<file path="config.mk">
export PLATFORM = sky130hd
export DESIGN_NAME = bayer_white_balance_gains
export DESIGN_NICKNAME = d
export VERILOG_FILES = /design/src/bwb_pkg.sv /design/src/bwb_lane.sv /design/src/bwb_merge.sv /design/src/bayer_white_balance_gains.sv
export SDC_FILE = /design/constraint.sdc
export NUM_CORES = 1
export LEC_CHECK = 0
export BUFFER_PORTS_ARGS = -buffer_cell sky130_fd_sc_hd__buf_2
export CAP_MARGIN = 20
export CORE_MARGIN = 2
export CORE_UTILIZATION = 50
export CTS_BUF_LIST = sky130_fd_sc_hd__clkbuf_2 sky130_fd_sc_hd__clkbuf_4 sky130_fd_sc_hd__clkbuf_8
export CTS_CLUSTER_SIZE = 8
export DETAILED_ROUTE_END_ITERATION = 8
export PLACE_DENSITY = 0.72
export SYNTH_ARGS = -nofsm -noshare
export SYNTH_HDL_FRONTEND = slang
export SYNTH_SLANG_ARGS = --single-unit
</file>
<file path="constraint.sdc">
create_clock -name clk -period 16.3 [get_ports clk]
set_input_delay 2.445 -clock clk [delete_from_list [all_inputs] [get_ports clk]]
set_output_delay 2.445 -clock clk [all_outputs]
set_load 0.01 [all_outputs]
</file>
<file path="src/bwb_pkg.sv">
// ----------------------------------------------------------------------------
// bwb_pkg
// shared types and constants for the bayer white balance gain unit
// ----------------------------------------------------------------------------
package bwb_pkg;

  localparam int NUM_LANES = 4;
  localparam int VALUE_W   = 8;
  localparam int GAIN_W    = 16;
  localparam int FRAC_BITS = 12;

  // lane indexes
  localparam int LANE_RED        = 0;
  localparam int LANE_GREEN_RED  = 1;
  localparam int LANE_BLUE       = 2;
  localparam int LANE_GREEN_BLUE = 3;

  // per-cycle commands from the sequencer to every lane
  typedef struct packed {
    logic accum;  // add the accepted sample value
    logic load;   // set up numerator and divisor, clear the sum
    logic start;  // first remainder and saturation check
    logic step;   // one quotient bit
  } lane_ctrl_t;

endpackage

</file>
<file path="src/bwb_lane.sv">
// ----------------------------------------------------------------------------
// bwb_lane
// one color channel: saturating sum and a bit-serial gain divider
// ----------------------------------------------------------------------------
module bwb_lane #(
  parameter int SUM_W     = 18,
  parameter int SUM_LIMIT = 261120
) (
  input  logic                        clk,
  input  logic                        rst,
  input  bwb_pkg::lane_ctrl_t         ctrl,
  input  logic [bwb_pkg::VALUE_W-1:0] value,
  input  logic [SUM_W-1:0]            peak,
  output logic [SUM_W-1:0]            sum,
  output logic [bwb_pkg::GAIN_W-1:0]  gain
);

  localparam int NUM_W = SUM_W + bwb_pkg::FRAC_BITS + 2;
  localparam int HI_W  = NUM_W - bwb_pkg::GAIN_W;
  localparam int R_W   = SUM_W + 2;
  localparam int D_W   = SUM_W + 1;

  logic [SUM_W-1:0]           acc;
  logic [SUM_W:0]             acc_add;
  logic [NUM_W-1:0]           num;
  logic [HI_W-1:0]            num_hi;
  logic [bwb_pkg::GAIN_W-1:0] quo;
  logic [D_W-1:0]             div;
  logic [R_W-1:0]             rem;
  logic [R_W-1:0]             trial;
  logic                       sat;

  assign acc_add = (SUM_W+1)'(acc) + (SUM_W+1)'(value);
  assign num     = (NUM_W'(peak) << (bwb_pkg::FRAC_BITS + 1)) + NUM_W'(acc);
  assign trial   = {rem[R_W-2:0], quo[bwb_pkg::GAIN_W-1]};

  always_ff @(posedge clk) begin
    if (rst) begin
      acc <= '0;
    end else if (ctrl.load) begin
      acc <= '0;
    end else if (ctrl.accum) begin
      if (acc_add > (SUM_W+1)'(SUM_LIMIT)) begin
        acc <= SUM_W'(SUM_LIMIT);
      end else begin
        acc <= acc_add[SUM_W-1:0];
      end
    end
  end

  // restoring division, quotient bits shift into the low numerator word
  always_ff @(posedge clk) begin
    if (ctrl.load) begin
      num_hi <= num[NUM_W-1:bwb_pkg::GAIN_W];
      quo    <= num[bwb_pkg::GAIN_W-1:0];
      div    <= {acc, 1'b0};
    end else if (ctrl.start) begin
      sat <= R_W'(num_hi) >= R_W'(div);
      rem <= R_W'(num_hi);
    end else if (ctrl.step) begin
      if (trial >= R_W'(div)) begin
        rem <= trial - R_W'(div);
        quo <= {quo[bwb_pkg::GAIN_W-2:0], 1'b1};
      end else begin
        rem <= trial;
        quo <= {quo[bwb_pkg::GAIN_W-2:0], 1'b0};
      end
    end
  end

  assign sum  = acc;
  assign gain = sat ? '1 : quo;

endmodule

</file>
<file path="src/bwb_merge.sv">
// ----------------------------------------------------------------------------
// bwb_merge
// combines the lane sums: largest sum and all-nonzero flag, registered
// ----------------------------------------------------------------------------
module bwb_merge #(
  parameter int SUM_W = 18
) (
  input  logic             clk,
  input  logic             capture,
  input  logic [SUM_W-1:0] sums [bwb_pkg::NUM_LANES],
  output logic [SUM_W-1:0] peak,
  output logic             all_nonzero
);

  logic [SUM_W-1:0] max_a;
  logic [SUM_W-1:0] max_b;
  logic             any_zero;

  assign max_a = (sums[bwb_pkg::LANE_RED] > sums[bwb_pkg::LANE_GREEN_RED]) ?
                 sums[bwb_pkg::LANE_RED] : sums[bwb_pkg::LANE_GREEN_RED];
  assign max_b = (sums[bwb_pkg::LANE_BLUE] > sums[bwb_pkg::LANE_GREEN_BLUE]) ?
                 sums[bwb_pkg::LANE_BLUE] : sums[bwb_pkg::LANE_GREEN_BLUE];

  always_comb begin
    any_zero = 1'b0;
    for (int i = 0; i < bwb_pkg::NUM_LANES; i++) begin
      any_zero = any_zero | (sums[i] == '0);
    end
  end

  always_ff @(posedge clk) begin
    if (capture) begin
      peak        <= (max_a > max_b) ? max_a : max_b;
      all_nonzero <= ~any_zero;
    end
  end

endmodule

</file>
<file path="src/bayer_white_balance_gains.sv">
// ----------------------------------------------------------------------------
// bayer_white_balance_gains
// gray-world white balance gains from a run of bayer sample points
// ----------------------------------------------------------------------------
// throughput: one sample per cycle inside a set; after the last sample the input stalls
//   through peak capture, divider setup, the 16-step radix-2 divider in each lane and
//   the hand-off to the output register, which waits while the output is stalled
// reset: clears all channel sums, returns to accumulation, empties the output
// ----------------------------------------------------------------------------
module bayer_white_balance_gains #(
  parameter int MAX_SAMPLE_POINTS = 1024
) (
  input  logic        clk,
  input  logic        rst,
  // sample channel
  input  logic        in_valid,
  output logic        in_ready,
  input  logic [7:0]  red_value,
  input  logic [7:0]  green_red_value,
  input  logic [7:0]  blue_value,
  input  logic [7:0]  green_blue_value,
  input  logic        last_sample,
  // gain channel
  output logic        out_valid,
  input  logic        out_ready,
  output logic        gains_valid,
  output logic [15:0] gain_red,
  output logic [15:0] gain_green_red,
  output logic [15:0] gain_blue,
  output logic [15:0] gain_green_blue
);

  // largest sum a legal set can reach, and the sum width that holds it
  localparam int SUM_LIMIT = MAX_SAMPLE_POINTS * 255;
  localparam int SUM_W     = $clog2(SUM_LIMIT + 1);
  localparam int CNT_W     = $clog2(bwb_pkg::GAIN_W);

  // sequencer states
  localparam logic [2:0] ST_ACCUM = 3'd0;  // taking samples
  localparam logic [2:0] ST_PEAK  = 3'd1;  // merge stage captures peak
  localparam logic [2:0] ST_LOAD  = 3'd2;  // lanes set up their dividers
  localparam logic [2:0] ST_START = 3'd3;  // saturation check
  localparam logic [2:0] ST_DIV   = 3'd4;  // one quotient bit per cycle
  localparam logic [2:0] ST_DONE  = 3'd5;  // hand gains to output register

  logic [2:0]       state;
  logic [2:0]       state_next;
  logic [CNT_W-1:0] step_cnt;

  logic                        in_fire;
  logic                        out_load;
  bwb_pkg::lane_ctrl_t         ctrl;
  logic [bwb_pkg::VALUE_W-1:0] lane_value [bwb_pkg::NUM_LANES];
  logic [SUM_W-1:0]            lane_sum   [bwb_pkg::NUM_LANES];
  logic [bwb_pkg::GAIN_W-1:0]  lane_gain  [bwb_pkg::NUM_LANES];
  logic [SUM_W-1:0]            peak;
  logic                        all_nonzero;

  assign in_ready = (state == ST_ACCUM);
  assign in_fire  = in_valid & in_ready;
  // output register frees up in the same cycle it is taken
  assign out_load = (state == ST_DONE) & (~out_valid | out_ready);

  assign ctrl.accum = in_fire;
  assign ctrl.load  = (state == ST_LOAD);
  assign ctrl.start = (state == ST_START);
  assign ctrl.step  = (state == ST_DIV);

  assign lane_value[bwb_pkg::LANE_RED]        = red_value;
  assign lane_value[bwb_pkg::LANE_GREEN_RED]  = green_red_value;
  assign lane_value[bwb_pkg::LANE_BLUE]       = blue_value;
  assign lane_value[bwb_pkg::LANE_GREEN_BLUE] = green_blue_value;

  // next-state logic
  always_comb begin
    state_next = state;
    unique case (state)
      ST_ACCUM: begin
        if (in_fire && last_sample) begin
          state_next = ST_PEAK;
        end
      end
      ST_PEAK:  state_next = ST_LOAD;
      ST_LOAD:  state_next = ST_START;
      ST_START: state_next = ST_DIV;
      ST_DIV: begin
        if (step_cnt == CNT_W'(bwb_pkg::GAIN_W - 1)) begin
          state_next = ST_DONE;
        end
      end
      ST_DONE: begin
        if (out_load) begin
          state_next = ST_ACCUM;
        end
      end
      default:  state_next = ST_ACCUM;
    endcase
  end

  always_ff @(posedge clk) begin
    if (rst) begin
      state    <= ST_ACCUM;
      step_cnt <= '0;
    end else begin
      state <= state_next;
      if (state == ST_DIV) begin
        step_cnt <= step_cnt + 1'b1;
      end else begin
        step_cnt <= '0;
      end
    end
  end

  // one lane per color channel
  for (genvar g = 0; g < bwb_pkg::NUM_LANES; g++) begin : g_lane
    bwb_lane #(
      .SUM_W     (SUM_W),
      .SUM_LIMIT (SUM_LIMIT)
    ) u_lane (
      .clk   (clk),
      .rst   (rst),
      .ctrl  (ctrl),
      .value (lane_value[g]),
      .peak  (peak),
      .sum   (lane_sum[g]),
      .gain  (lane_gain[g])
    );
  end

  // largest sum and zero check across lanes
  bwb_merge #(
    .SUM_W (SUM_W)
  ) u_merge (
    .clk         (clk),
    .capture     (state == ST_PEAK),
    .sums        (lane_sum),
    .peak        (peak),
    .all_nonzero (all_nonzero)
  );

  // output register, a zero sum anywhere forces zero gains
  always_ff @(posedge clk) begin
    if (rst) begin
      out_valid <= 1'b0;
    end else if (out_load) begin
      out_valid <= 1'b1;
    end else if (out_ready) begin
      out_valid <= 1'b0;
    end
  end

  always_ff @(posedge clk) begin
    if (out_load) begin
      gains_valid     <= all_nonzero;
      gain_red        <= all_nonzero ? lane_gain[bwb_pkg::LANE_RED]        : '0;
      gain_green_red  <= all_nonzero ? lane_gain[bwb_pkg::LANE_GREEN_RED]  : '0;
      gain_blue       <= all_nonzero ? lane_gain[bwb_pkg::LANE_BLUE]       : '0;
      gain_green_blue <= all_nonzero ? lane_gain[bwb_pkg::LANE_GREEN_BLUE] : '0;
    end
  end

endmodule

</file>
==> results of run 1 <==
## per-layer routing
| metal | up-vias | GRT usage [%] | share of wire [%] |
|---|---|---|---|
| li1 | 10255 | - | - |
| met1 | 10539 | 36.0 | 43 |
| met2 | 896 | 42.7 | 46 |
| met3 | 175 | 3.80 | 7.3 |
| met4 | 0 | 11.1 | 3.8 |
| met5 | - | 0 | 0 |
## power by group through the flow
stage	registers (µW)	logic, µW	clock network [µW]
6_report	1420	791	1060
3_3_place_gp	1440	734	0
4_1_cts	1420	760	1080
3_5_place_dp	1440	755	0
2_1_floorplan	1390	590	0
5_1_grt	1430	869	1120
## flip-flops by register name, indices dropped and copies added, names as in the netlist, 3 cells and up
name,cells
u_merge.peak,18
g_lane.u_lane.rem,76
gain_blue,16
g_lane.u_lane.num_hi,64
gain_green_red,16
g_lane.u_lane.sum,72
gain_red,16
g_lane.u_lane.div,72
step_cnt,4
gain_green_blue,16
g_lane.u_lane.quo,64
g_lane.u_lane.sat,4
state,3
## logic make-up (layout without fill, tap and decap cells)
| logic type | count (synthesis) | after routing | share of synthesized area [%] |
|---|---|---|---|
| muxes | 107 | 107 | 3.91 |
| buffers and inverters | 317 | 462 | 4.41 |
| and+or+nand+nor | 806 | 806 | 13.8 |
| adders and majority gates | 251 | 251 | 11.7 |
| DFF | 444 | 444 | 45.5 |
| other | 0 | 1 | 0 |
| xor gates and xnor gates | 132 | 132 | 4.20 |
| AOI/OAI and AO/OA | 683 | 683 | 16.5 |
## final timing paths
| kind | from | to | slack, ns |
|---|---|---|---|
| setup / recovery | g_lane[1].u_lane.sum[1] | u_merge.peak[13] | 10.96 |
| hold reg to reg | step_cnt[0] | step_cnt[0] | 0.46 |
| hold / removal | step_cnt[0] | step_cnt[0] | 0.46 |
| setup reg to reg | g_lane[1].u_lane.sum[1] | u_merge.peak[13] | 10.96 |
## metrics by stage
stage	cell area, µm²	power (µW)	cells	setup slack, ns	utilization, %
global placement	28700	2170	3451	10.56	52.5
CTS	30300	3250	3586	10.45	55.3
floorplan	27600	1980	2740	9.66	-
global route	30400	3420	3590	10.60	55.4
finish	30400	3270	3590	10.96	55.4
detailed placement	28700	2190	3452	10.49	52.5
## layout by cell type, fill, tap and decap left out, drive strengths merged, types with 28 or more instances in the layout
cell	instances
edfxtp	364
a21o	53
nand4	42
nand2	270
nor2b	28
nand3	61
ha	239
dfxtp	80
inv	201
a21oi	133
nor3	55
clkbuf	112
nor2	197
xnor2	87
nor4	30
o21a	109
mux2i	102
buf	128
xor2	45
a31oi	33
o21ai	163
## area by class of cell
| type | instances | area (µm²) | area share, % |
|---|---|---|---|
| diodes | 1 | 2.50 | 0.00824 |
| clock buffers | 112 | 1350 | 4.44 |
| repair buffers | 128 | 743 | 2.45 |
| inverters | 200 | 756 | 2.49 |
| multi-input cells | 1979 | 13900 | 45.7 |
| well taps | 704 | 881 | 2.90 |
| flip-flops and latches | 444 | 12500 | 41.3 |
| clock inverters | 22 | 215 | 0.709 |
==> results.md, run 1 <==
* Tcrit/Tclk final at 32.7%
* Total global routing overflow at 0
* Mapped Cells at 2740
* Final count of negative-setup-slack endpoints at 0
* Max cap viols at 0
* Crit Path Max Fanout at 18
* Worst Reg2Reg Path Length in Cells at 22
* Worst Hold Slack at 0.461 ns
* Pleak at 0.0123 µW
* Ys Warns at 0
* Largest cells by area after synthesis: edfxtp_1 (40%), ha_1 (11%), dfxtp_1 (5.8%)
* Psw at between 1000 and 1500 µW
* Worst Path Arrival at 5.81 ns
* Initial antenna violation count at 1
* Max stage delay on crit path at 0.54 ns
* Area leader, netlist: edfxtp_1
* Clock slew at reported path FFs at 0.06 ns
* Detailed Place HPWL at 55000 µm
* H-Tree Depth at 3
* Final hold violation count at 0
* Worst hold path stage count at 1
* Total number of vias at 21865
* RSZ-0062 raised after global routing: no
* Synthesized cell area at 27600 µm²
* Clock sink count at 444
* Synth top cells by count: edfxtp_1 (364), nand2_1 (270), ha_1 (239)
* Clock Power Share at 32.4%
* Clock skew at 0.0207 ns
* Die area at 57000 µm²
* Global-route wire length before repair at 119000 µm
* DR iter-0 viols at between 2000 and 2500
* Status: complete, no violations
* Post-Syn Nets at 3028
* Sequential share of power at 43.4%
* Max IR drop VDD at slightly above 0.00007 V
* Die height at 239 µm
* Rows at 86
* Tmin final at 5.34 ns
* Starting Density at between 50 and 60%
* Die W at between 200 and 250 µm
* Buf/Inv on CP at 4
* CTS tree: yes
* Internal at 2260 µW
* Worst-Skew Late Latency at 0.66 ns
* Clock Path Buffers at 3
* Post-CTS setup buffer count at 0
* Syn_area_per_cell at 10.1 µm²
* Largest net degree at the start of global routing at between 70 and 80
* Filler cells at 4668
* Critical path required time at 16.78 ns
* Pins Over Slew Limit at 0
* CORE AREA at 54800 µm²
* Comb power frac at 24.2%
* Vias in the first global route at approximately 22000
* Pwr dens at between 100 and 150 nW/µm²
* Kind of critical path: reg2reg
* Share of cells above drive strength 1 at 10.2%
* Worst min path class: reg2reg
* Most used flip-flop cell after synthesis: edfxtp_1
* Port buffer count at 103
* Worst-Margin Slew at 1.15 ns
* Number of synthesized flops with an enable pin at around 360
* Register area share after synthesis at 45.5%
* Fmax at between 150 and 200 MHz
* Vias per cell at 6.09
* Resized cells post-CTS at 0
* Pre-Repair DR Iteration Count at 8
* Cell family with most CP delay: compound AO/OA/AOI/OAI gates
* Net Sw Frac at 31.0%
* Worst path depth at 22
* Register bit total from synthesis at 444
* Routed Antenna Nets at 0
* Ordered list of cells on the worst path: inv_1, ha_1, nor2b_1, o21a_1, o21a_1, o21ai_0, a21oi_1, a2111oi_0, nor2_2, buf_4, mux2i_1, inv_1, ha_1, a21o_1, a21o_1, a21oi_1, o21ai_0, a221oi_1, o21ai_0, o31ai_4, buf_16, mux2i_1
* Num CTS Buffers at 75
* Routed length per instance at 21.2 µm
* Crit-path slowest cell: dfxtp_1
* GPL Wtd Cong at 0.919
* Hold-fix buffers, CTS at 0
* Top cell type's share of synthesized area at just under 40%
* Post-layout nets at 3116
* Drt drc at 0
* Overall routing resource usage at 26.6%
* Synth async-reset ratio at 0%
* Crit path launch type: flop
* Routed WL at around 76000 µm
* Root Driver: clkbuf_8
* Relative slew slack at 22.8%
* Crit end category: flop
* Most common cell in the netlist: edfxtp_1
* Setup TNS at 0 ns
* Ports at 104
* Yosys cell types at 78
* Crit path top cell by count: o21ai_0
* Synth-to-Final Area Change at 10.2%
Power figures use the tool's default switching activity.
==> run 2: changes to the inputs <==
--- a/config.mk
+++ b/config.mk
@@ -12,7 +12,7 @@
 export CTS_BUF_LIST = sky130_fd_sc_hd__clkbuf_2 sky130_fd_sc_hd__clkbuf_4 sky130_fd_sc_hd__clkbuf_8
 export CTS_CLUSTER_SIZE = 8
 export DETAILED_ROUTE_END_ITERATION = 8
-export PLACE_DENSITY = 0.72
+export PLACE_DENSITY = 0.74
 export SYNTH_ARGS = -nofsm -noshare
 export SYNTH_HDL_FRONTEND = slang
 export SYNTH_SLANG_ARGS = --single-unit
==> constraint.sdc (replaced) <==
create_clock -name clk -period 4.5 [get_ports clk]
set_input_delay 0.675 -clock clk [delete_from_list [all_inputs] [get_ports clk]]
set_output_delay 0.675 -clock clk [all_outputs]
set_load 0.01 [all_outputs]
==> run 2 against run 1 <==
Clock skew is 0.0054 ns higher. Final area increased by 3.3%. Worst setup slack lost 11 ns. Utilization grew 1.8 points. Largest cell class unchanged. Critical path depth up 1. Power increased to 3.8 times the previous value. Highest routed layer unchanged. Fmax increased by 21%.
==> results.md, run 2 (same netlist as run 1, synthesis figures left out) <==
* Detailed Place HPWL at 56500 µm (was 55000 µm)
* Routed WL at 77500 µm (was 76100 µm)
* Post-layout nets at 3221 (was 3116)
* Worst Path Arrival at 4.92 ns (was 5.81 ns)
* Drt drc at 0 (unchanged)
* Util after Layout at 57.3% (was 55.4%)
* Worst-Skew Late Latency at 0.67 ns (was 0.66 ns)
* Crit Path Max Fanout at 8 (was 18)
* Finished Cell Area at 31400 µm² (was 30400 µm²)
* Global-route wire length before repair at 120000 µm (was 119000 µm)
* Max cap viols at 0 (unchanged)
* CTS tree: yes (unchanged)
* Max IR drop VDD at 0.000306 V (was 0.0000725 V)
* Vias per cell at 6.03 (was 6.09)
* Pins Over Slew Limit at 0 (unchanged)
* Num CTS Buffers at 76 (was 75)
* Vias in the first global route at 22136 (was 21535)
* Final hold violation count at 0 (unchanged)
* Die height at 239 µm (unchanged)
* Total global routing overflow at 0 (unchanged)
* Relative slew slack at 40.1% (was 22.8%)
* Post-Place Cell Area at 29500 µm² (was 28700 µm²)
* Pre-Repair DR Iteration Count at 6 (was 8)
* End point of the critical path: u_merge.peak[13] (unchanged)
* Final worst setup slack at 0.0805 ns (was 10.96 ns)
* CP Launch Point: g_lane[1].u_lane.sum[1] (unchanged)
* Final count of negative-setup-slack endpoints at 0 (unchanged)
* Pleak at 0.0128 µW (was 0.0123 µW)
* CORE AREA at 54800 µm² (unchanged)
* Crit end category: flop (unchanged)
* Most common cell after layout, fill and taps aside: edfxtp_1 (unchanged)
* Kind of critical path: reg2reg (unchanged)
* Tcrit/Tclk final at 98.2% (was 32.7%)
* Die area at 57000 µm² (unchanged)
* Worst Hold Slack at 0.310 ns (was 0.461 ns)
* Total number of vias at 22299 (was 21865)
* Reg2reg end: u_merge.peak[13] (unchanged)
* Largest Register: g_lane.u_lane.rem (unchanged)
* Crit path launch type: flop (unchanged)
* Status: complete, no violations (unchanged)
* Critical path required time at 5.00 ns (was 16.78 ns)
* Synth-to-Final Area Change at 13.9% (was 10.2%)
* Max reg flops at 76 (unchanged)
* Rows at 86 (unchanged)
* Ports at 104 (unchanged)
* Pwr dens at 391 nW/µm² (was 108 nW/µm²)
* Largest net degree at the start of global routing at 86 (was 79)
* Clock Path Buffers at 3 (unchanged)
* FF-to-FF Start: g_lane[1].u_lane.sum[1] (unchanged)
* Worst min path class: in2reg (was reg2reg)
* Initial antenna violation count at 1 (unchanged)
* Clock slew at reported path FFs at 0.06 ns (about the same)
* Clock skew at 0.0261 ns (was 0.0207 ns)
* Routed Antenna Nets at 0 (unchanged)
* Commonest cells after routing, fill and taps aside: edfxtp_1 (364), nand2_1 (269), ha_1 (235), inv_1 (196), nor2_1 (195) (was edfxtp_1 (364), nand2_1 (269), ha_1 (239), inv_1 (198), nor2_1 (195))
* Reg2Reg Setup Slack at 0.08 ns (was 10.96 ns)
* Pre-CTS setup slack at -0.101 ns (was 10.49 ns)
* Port buffer count at 103 (unchanged)
* Die W at 239 µm (unchanged)
* Routed length per instance at 21.0 µm (was 21.2 µm)
* Tmin final at 4.42 ns (was 5.34 ns)
* Worst-Margin Slew at 0.899 ns (was 1.15 ns)
* H-Tree Depth at 3 (unchanged)
* Share of cells above drive strength 1 at 14.5% (was 10.2%)
* Root Driver: clkbuf_8 (unchanged)
* Starting Density at 50.3% (unchanged)
* GPL Wtd Cong at 0.927 (was 0.919)
* Overall routing resource usage at 27.0% (was 26.6%)
* Fmax at 226 MHz (was 187 MHz)
* Clock sink count at 444 (unchanged)
* Filler cells at 4602 (was 4668)
* Worst Reg2Reg Path Length in Cells at 23 (was 22)
* Tot Pwr at 12300 µW (was 3270 µW)
* DR iter-0 viols at 1875 (was 2089)
* Worst hold path stage count at 2 (was 1)
* Hold-fix buffers, CTS at 0 (unchanged)
-- run 2: cell count changes in the layout (fill, tap and decap cells not counted), moves of 4 or more --
cell	previous run	this run
clkinv_2	4	9
a21oi_2	1	7
buf_6	0	8
o21ai_0	162	155
mux2i_1	102	88
mux2i_2	0	11
dfxtp_1	80	76
ha_4	0	4
buf_4	23	115
a21oi_1	131	125
dfxtp_2	0	4
ha_1	239	235
o21ai_2	0	4
-- run 2: report_power, final --
part | total [µW] | internal (µW) | switching, µW
registers | 5000 | 4810 | 195
clock network | 3680 | 1970 | 1710
logic | 3580 | 1590 | 1990
-- run 2: how the worst min path moves through the flow --
stage / start / end
after floorplan: g_lane[1].u_lane.sum[12] / g_lane[1].u_lane.div[13]
after global placement: step_cnt[0] / step_cnt[0]
after detailed placement: step_cnt[0] / step_cnt[0]
after CTS: rst / out_valid
after global routing: rst / out_valid
final: rst / out_valid
-- run 2: worst max-delay path, cell delays in order, from the launching register on --
cell and delay [ns]:
dfxtp_2 0.34, inv_2 0.05, ha_4 0.21, nor2b_1 0.13, o21a_1 0.16, o21a_1 0.17
o21ai_2 0.14, a21oi_2 0.09, a2111oi_4 0.38, nor2_4 0.14, buf_6 0.17, mux2i_2 0.23
inv_1 0.07, ha_1 0.19, a21o_1 0.17, a21o_1 0.18, a21oi_2 0.14, o21ai_2 0.08
a221oi_2 0.27, o21ai_2 0.10, o31ai_4 0.32, buf_4 0.19, buf_12 0.12, mux2i_1 0.22
-- run 2: layout make-up --
type	count	area (µm²)	share of cell area (%)
inverters	200	756	2.41
multi-input cells	1979	14100	45.0
flip-flops and latches	444	12500	40.0
clock buffers	106	1280	4.09
repair buffers	232	1600	5.10
well taps	704	881	2.81
diodes	1	2.50	0.00798
clock inverters	29	213	0.678
-- run 2: routing by layer --
layer	part of all wire, %	track usage [%]
met1	43	36.3
met2	47	43.9
met3	7.6	4.02
met4	3.2	10.5
met5	0	0
-- run 2: what timing repair did --
action                                  4_1_cts  5_1_grt
pin swaps                                     7       17
resized for setup                            15       45
buffers inserted                              6        1
gates cloned                                  2        0
endpoints found under the setup margin       18       18
-- run 2: metrics by stage --
stage | std cells | setup TNS [ns]
2_1_floorplan | 2740 | 0
3_3_place_gp | 3548 | -0.125
3_5_place_dp | 3548 | -1.35
4_1_cts | 3691 | 0
5_1_grt | 3695 | -0.646
6_report | 3695 | 0
